## src/hw/rtl/slrc_pkg.sv

```systemverilog
// Shared types and constants for the stereo left-right consistency check.
`default_nettype none

package slrc_pkg;

    // Default parameter values
    localparam int MAX_WIDTH_DEF = 1024;
    localparam int DISP_BITS_DEF = 8;

    // Fixed field widths of the stream words
    localparam int COL_W     = 10;
    localparam int ROW_W     = 10;
    localparam int IN_DISP_W = 8;

    // Configuration port
    localparam int CFG_IDX_W  = 3;
    localparam int CFG_DATA_W = 11;
    localparam int WIDTH_W    = 11;
    localparam int HEIGHT_W   = 11;
    localparam int BCOL_W     = 10;
    localparam int BROW_W     = 10;
    localparam int THR_W      = 8;

    localparam logic [CFG_IDX_W-1:0] CFG_IMAGE_WIDTH     = 3'd0;
    localparam logic [CFG_IDX_W-1:0] CFG_IMAGE_HEIGHT    = 3'd1;
    localparam logic [CFG_IDX_W-1:0] CFG_BORDER_COLUMNS  = 3'd2;
    localparam logic [CFG_IDX_W-1:0] CFG_BORDER_ROWS     = 3'd3;
    localparam logic [CFG_IDX_W-1:0] CFG_MATCH_THRESHOLD = 3'd4;

    // Configuration reset values
    localparam logic [WIDTH_W-1:0]  IMAGE_WIDTH_RST     = 11'd640;
    localparam logic [HEIGHT_W-1:0] IMAGE_HEIGHT_RST    = 11'd480;
    localparam logic [BCOL_W-1:0]   BORDER_COLUMNS_RST  = 10'd0;
    localparam logic [BROW_W-1:0]   BORDER_ROWS_RST     = 10'd0;
    localparam logic [THR_W-1:0]    MATCH_THRESHOLD_RST = 8'd2;

    // Commands from the controller to the datapath
    typedef struct packed {
        logic load_we;      // write both disparities at the column
        logic check_start;  // capture column, border test, read stores at column
        logic pred_rd;      // read stores at the predicted columns
        logic result_ld;    // load the flags into the output register
    } t_cmd;

endpackage

`default_nettype wire

```

## src/hw/rtl/slrc_ctrl.sv

```systemverilog
// Controller state machine: sequences loads and the two read phases of a check.
`default_nettype none

module slrc_ctrl
    import slrc_pkg::*;
(
    input  wire  i_clk,
    input  wire  i_rst_n,
    input  wire  i_in_valid,
    input  wire  i_in_mode,
    output logic o_in_ready,
    output logic o_out_valid,
    input  wire  i_out_ready,
    output t_cmd o_cmd
);

    typedef enum logic [2:0] {
        ST_IDLE     = 3'b001,
        ST_RD_COL   = 3'b010,
        ST_RD_PRED  = 3'b100
    } t_state;

    t_state r_state, n_state;
    logic   r_out_valid, n_out_valid;
    logic   out_free;

    assign out_free    = !r_out_valid || i_out_ready;
    assign o_in_ready  = (r_state == ST_IDLE);
    assign o_out_valid = r_out_valid;

    // Decide next state and issue commands
    always_comb begin
        n_state = r_state;
        o_cmd   = '0;
        case (r_state)
            ST_IDLE: begin
                if (i_in_valid) begin
                    if (i_in_mode) begin
                        o_cmd.check_start = 1'b1;
                        n_state           = ST_RD_COL;
                    end else begin
                        o_cmd.load_we = 1'b1;
                    end
                end
            end
            ST_RD_COL: begin
                o_cmd.pred_rd = 1'b1;
                n_state       = ST_RD_PRED;
            end
            ST_RD_PRED: begin
                // hold until the output register can take the word
                if (out_free) begin
                    o_cmd.result_ld = 1'b1;
                    n_state         = ST_IDLE;
                end
            end
            default: n_state = ST_IDLE;
        endcase
    end

    // Output valid: set on load, drop once taken
    always_comb begin
        n_out_valid = r_out_valid;
        if (o_cmd.result_ld) begin
            n_out_valid = 1'b1;
        end else if (i_out_ready) begin
            n_out_valid = 1'b0;
        end
    end

    always_ff @(posedge i_clk) begin
        if (!i_rst_n) begin
            r_state     <= ST_IDLE;
            r_out_valid <= 1'b0;
        end else begin
            r_state     <= n_state;
            r_out_valid <= n_out_valid;
        end
    end

endmodule

`default_nettype wire

```

## config.mk

```make
export PLATFORM = sky130hd
export DESIGN_NAME = slrc_ctrl
export DESIGN_NICKNAME = d
export VERILOG_FILES = /design/src/hw/rtl/slrc_pkg.sv /design/src/hw/rtl/slrc_ctrl.sv
export SDC_FILE = /design/constraint.sdc
export NUM_CORES = 1
export LEC_CHECK = 0
export BUFFER_PORTS_ARGS = -buffer_cell sky130_fd_sc_hd__buf_2
export CORE_AREA = 3 3 40 42
export CTS_CLUSTER_SIZE = 30
export DETAILED_ROUTE_END_ITERATION = 8
export DIE_AREA = 0 0 43 45
export HOLD_SLACK_MARGIN = 0.1
export PLACE_DENSITY_LB_ADDON = 0.25
export SLEW_MARGIN = 0
export SYNTH_ARGS = -nofsm -noshare
export SYNTH_HDL_FRONTEND = slang
export SYNTH_SLANG_ARGS = --single-unit
```

## constraint.sdc

```tcl
create_clock -name i_clk -period 0.95 [get_ports i_clk]
set_input_delay 0.095 -clock i_clk [delete_from_list [all_inputs] [get_ports i_clk]]
set_output_delay 0.095 -clock i_clk [all_outputs]
set_load 0.02 [all_outputs]
```

Word-level counts from Yosys, hierarchy flattened

Cells that the tools add are included.

$add $sub $neg: 0
$mul: 0
Divide/modulo/power cells: 0
$lt $le $gt $ge: 0
Eq/ne operators: 6
Shifts and indexed selects: 0
Mux-type cells: 13
Bitwise gates (word level): 0
Reduce and logical (&&, ||, !) cells: 4

Operator list:

| kind                                                                   | number |
|---|---|
| 3-bit two-way mux                                                      | 3 |
| 3-bit one-hot mux with 3 select lines                                  | 1 |
| 1-bit two-way mux                                                      | 7 |
| 2-bit != test (second input constant)                                  | 3 |
| 2-bit two-way mux                                                      | 2 |
| 3-bit by 1-bit equality test with 1-bit output (second input constant) | 1 |
| 3-bit by 2-bit equality test with 1-bit output (second input constant) | 1 |
| 3-bit equality test (second input constant)                            | 1 |
| 3-bit AND reduction                                                    | 1 |
| 2-bit nonzero test                                                     | 1 |
| 1-bit zero test                                                        | 1 |
| 1-bit logical OR                                                       | 1 |

Register bits: 4
Latch bits: 0
Memory bits (writable): 0
Memory bits (read-only): 0
Input bits: 5
Output and inout bits: 6
Logic and storage cells: 25
Memories: 0

Longest topological paths before layout

Depth after elaboration: 5
Mapped depth: 3
Mapped depth without buffers: 3

Worst setup path before layout

No wires, ideal clock.

Path kind: reg-to-reg
From: register r_state[1]
To: register r_state[0]
Library setup time: 0.120 ns
Data arrival time: 1.001 ns
Data required time: 0.830 ns
Path slack: -0.171 ns
Stages on the path, launching flop included: 4
Path buffers: 0
Clock period less this slack: 1.121 ns
Cell sequence: dfxtp_1 nor3b_4 and3_4 a21oi_1

Cells in the longest elaborated chain, start to end: 3
Elaborated cells on any way between the ends: 8
Classes of those cells: eq/ne (6); mux (1); reduce/logical (1)

RTL lines:

| what                                               | RTL line        | text |
|---|---|---|
| start: declaration                                 | slrc_ctrl.sv:23 | `t_state r_state, n_state;` |
| start signal: assignment                           | slrc_ctrl.sv:76 | `r_state <= n_state;` |
| 3-bit by 1-bit equality test with 1-bit output (*) | -               |  |
| via o_in_ready                                     | slrc_ctrl.sv:11 | `output logic o_in_ready,` |
| 2-bit != test (no source line)                     | -               |  |
| 3-bit AND reduction (no source line)               | -               |  |

The timed path passes the listed nets; every way through them passes the cells marked *.
A chain may end at the register's enable or synchronous reset.

==> results_dict.tcl <==
set metrics [dict create \
    ys_ff_latch 4 \
    hold_path_class "primary input to register" \
    die_y_microns 45 \
    synth.area.top_cells "dfxtp_1, nor3b_4, nand2b_1" \
    setup_ws_ns -0.2706 \
    yosysTopAreaCell "dfxtp_1" \
    cts_tree "done" \
    final_common_cell "buf_2" \
    mostFrequentLayoutCells "buf_2, buf_4, clkbuf_4, dfxtp_2" \
    setup.worst_path.end_class "output port" \
    clock_power_share_pct 44.3 \
    power_switching_w 0.00009282 \
    violations "negative setup slack" \
    grt_pass1_vias 203 \
    drv_slew 0 \
    combPwrFrac_pct 15.6 \
    initial_utilization_pct 15.38 \
    syn_avg_cell_area_sq_um 10.40 \
    die_area_sq_um 1935 \
    ff2ff_path_depth 4 \
    path_max_fanout 4 \
    design_power_total_w 0.0004469 \
    power.leakage_nw 0.1469 \
    numCtsBuffers 3 \
    grt_antenna_before_repair 0 \
    p_int_w 0.0003541 \
    grt_pass1_wl_microns 690 \
    io_buffers 10 \
    worstPathRequired_ns 0.85 \
    hold_violations 0 \
    antenna_cells 0 \
    r2r-start "r_state[0]" \
    placed_cells 44 \
    startpoint_type "register" \
    die_w_microns 43 \
    drive_gt1_share_pct 70.59 \
    cts-htree-levels 1 \
    cts.sinks 4 \
    rsz0062_at_grt "true" \
    r2r-end "r_state[1]" \
    clk_pin_slew_worst_paths_ns 0.03 \
    areaGrowthSynthToFinish_pct 72.15 \
    worstHoldPathCells 3 \
    overflow 0 \
    final.setup.tns_ns -1.330 \
    min_period_ns 1.221 \
    period_share_pct 128.5 \
    cap_violations 0 \
    ios 11 \
    synth_top_area_share_pct 40.51 \
    ant_nets 0 \
    status "finished with violations" \
    seq_power_share_pct 40.1 \
    fin_nets 41 \
    min_to "r_state[2]" \
    drt-pass1-iter-count 2 \
    critPathKind "register to output port" \
    fin_cells 49 \
    p_per_area_nw_per_um2 1313 \
    postSynthCellCount 19 \
    p_sw_share_pct 20.77 \
    syn_nets 24 \
    ir_drop_mv 0.4318 \
    ys_types 13 \
    root_buffer "clkbuf_4" \
    wl_microns 432 \
    vias 197 \
    cp.arrival_ns 1.13 \
    fillers 150 \
    fmax_mhz 819.3 \
    viasPerCell 4.020 \
    setup_viol 7 \
    yosysSeqAreaShare_pct 40.51 \
    drt_iter0_markers 1 \
    place_congestion 0.6464 \
    clock_skew_ns 0.0001948 \
    clock_path_buffers 2 \
    grt_max_degree 5 \
    route.detailed.wl_per_inst_microns 8.816 \
    worst_pin_slew_ns 0.2041 \
    drc_errors 0 \
    grt_util_all_layers_pct 5.662 \
    syn_area_sq_um 197.7 \
    rrSetupSlack_ns -0.11 \
    relSlewSlack_pct 86.39 \
    fp-row-count 13 \
    insertion_delay_ns 0.23 \
    yosys_warnings 0 \
    min_from "i_out_ready" \
    fp.coreArea_sq_um 1285 \
]
## logic make-up (layout without fill, tap and decap cells)
kind of cell | after synthesis | in the layout | synth area share (%)
AND/OR/NAND/NOR | 11 | 11 | 46.84
flip-flops | 4 | 4 | 40.51
AO/OA/AOI/OAI | 3 | 3 | 8.862
buffers and inverters | 1 | 16 | 3.799
## Yosys cell counts (all sizes together)
library cell / n
buf: 1
nand2b: 2
nor2: 1
nand4bb: 1
and3b: 1
o21a: 1
a21oi: 2
nor2b: 2
and2: 1
nor3b: 2
and3: 1
dfxtp: 4
## worst max-delay path by stage
stage | from | endpoint | cells after the start
final | r_state[0] | o_cmd[2] | 3
after global routing | r_state[0] | o_cmd[2] | 3
after CTS | r_state[0] | o_cmd[2] | 3
after detailed placement | r_state[1] | o_cmd[2] | 3
after global placement | r_state[0] | o_cmd[2] | 3
after floorplan | r_state[2] | r_state[1] | 3
## metrics by stage
stage          utilization (%)  hold WS (ns)  cell area, sq um  setup WS (ns)
4_1_cts                  26.19        0.2029             336.6        -0.2782
3_5_place_dp             21.32        0.3234             274.0       -0.07291
6_report                 26.48        0.2090             340.3        -0.2706
2_1_floorplan                -        0.1718             205.2        -0.1666
5_1_grt                  26.48        0.2157             340.3        -0.3405
3_3_place_gp             21.32        0.3289             274.0       -0.06528
## power groups by stage
stage	combinational, W	clock, W	sequential [W]
global route	0.0000753	0.000222	0.000180
global placement	0.0000556	0	0.000181
floorplan	0.0000340	0	0.000180
CTS	0.0000701	0.000207	0.000179
detailed placement	0.0000555	0	0.000180
finish	0.0000699	0.000198	0.000179
## registers in the layout, indices dropped and copies added, names as in the netlist
register,flops
r_state,3
o_out_valid,1
## worst max-delay path, stage by stage (launching register included)
cell and delay [ns]:
dfxtp_2 0.34, nor3b_4 0.22, and3_4 0.22, buf_6 0.11
## routing by layer
layer,global-route usage (%),vias up,wire length (microns)
met4,9.036,0,0
met3,2.390,0,32
met5,0,-,0
met1,5.060,91,188
met2,7.784,11,210
li1,-,95,-
## final cells by class
class,count,area [sq um],area share [%]
Clock buffer,3,22.52,6.618
Multi-Input combinational cell,14,122.6,36.03
Sequential cell,4,83.83,24.63
Tap cell,15,18.77,5.515
Timing Repair Buffer,13,92.59,27.21
## what timing repair did
action | 4_1_cts | 5_1_grt
gates resized for setup | 7 | 2
endpoints found under the setup margin | 7 | 8
endpoints found under the hold margin | 1 | 0
hold buffers | 1 | 0
pin swaps | 4 | 1
buffers inserted | 1 | 0
Power figures use the tool's default switching activity.
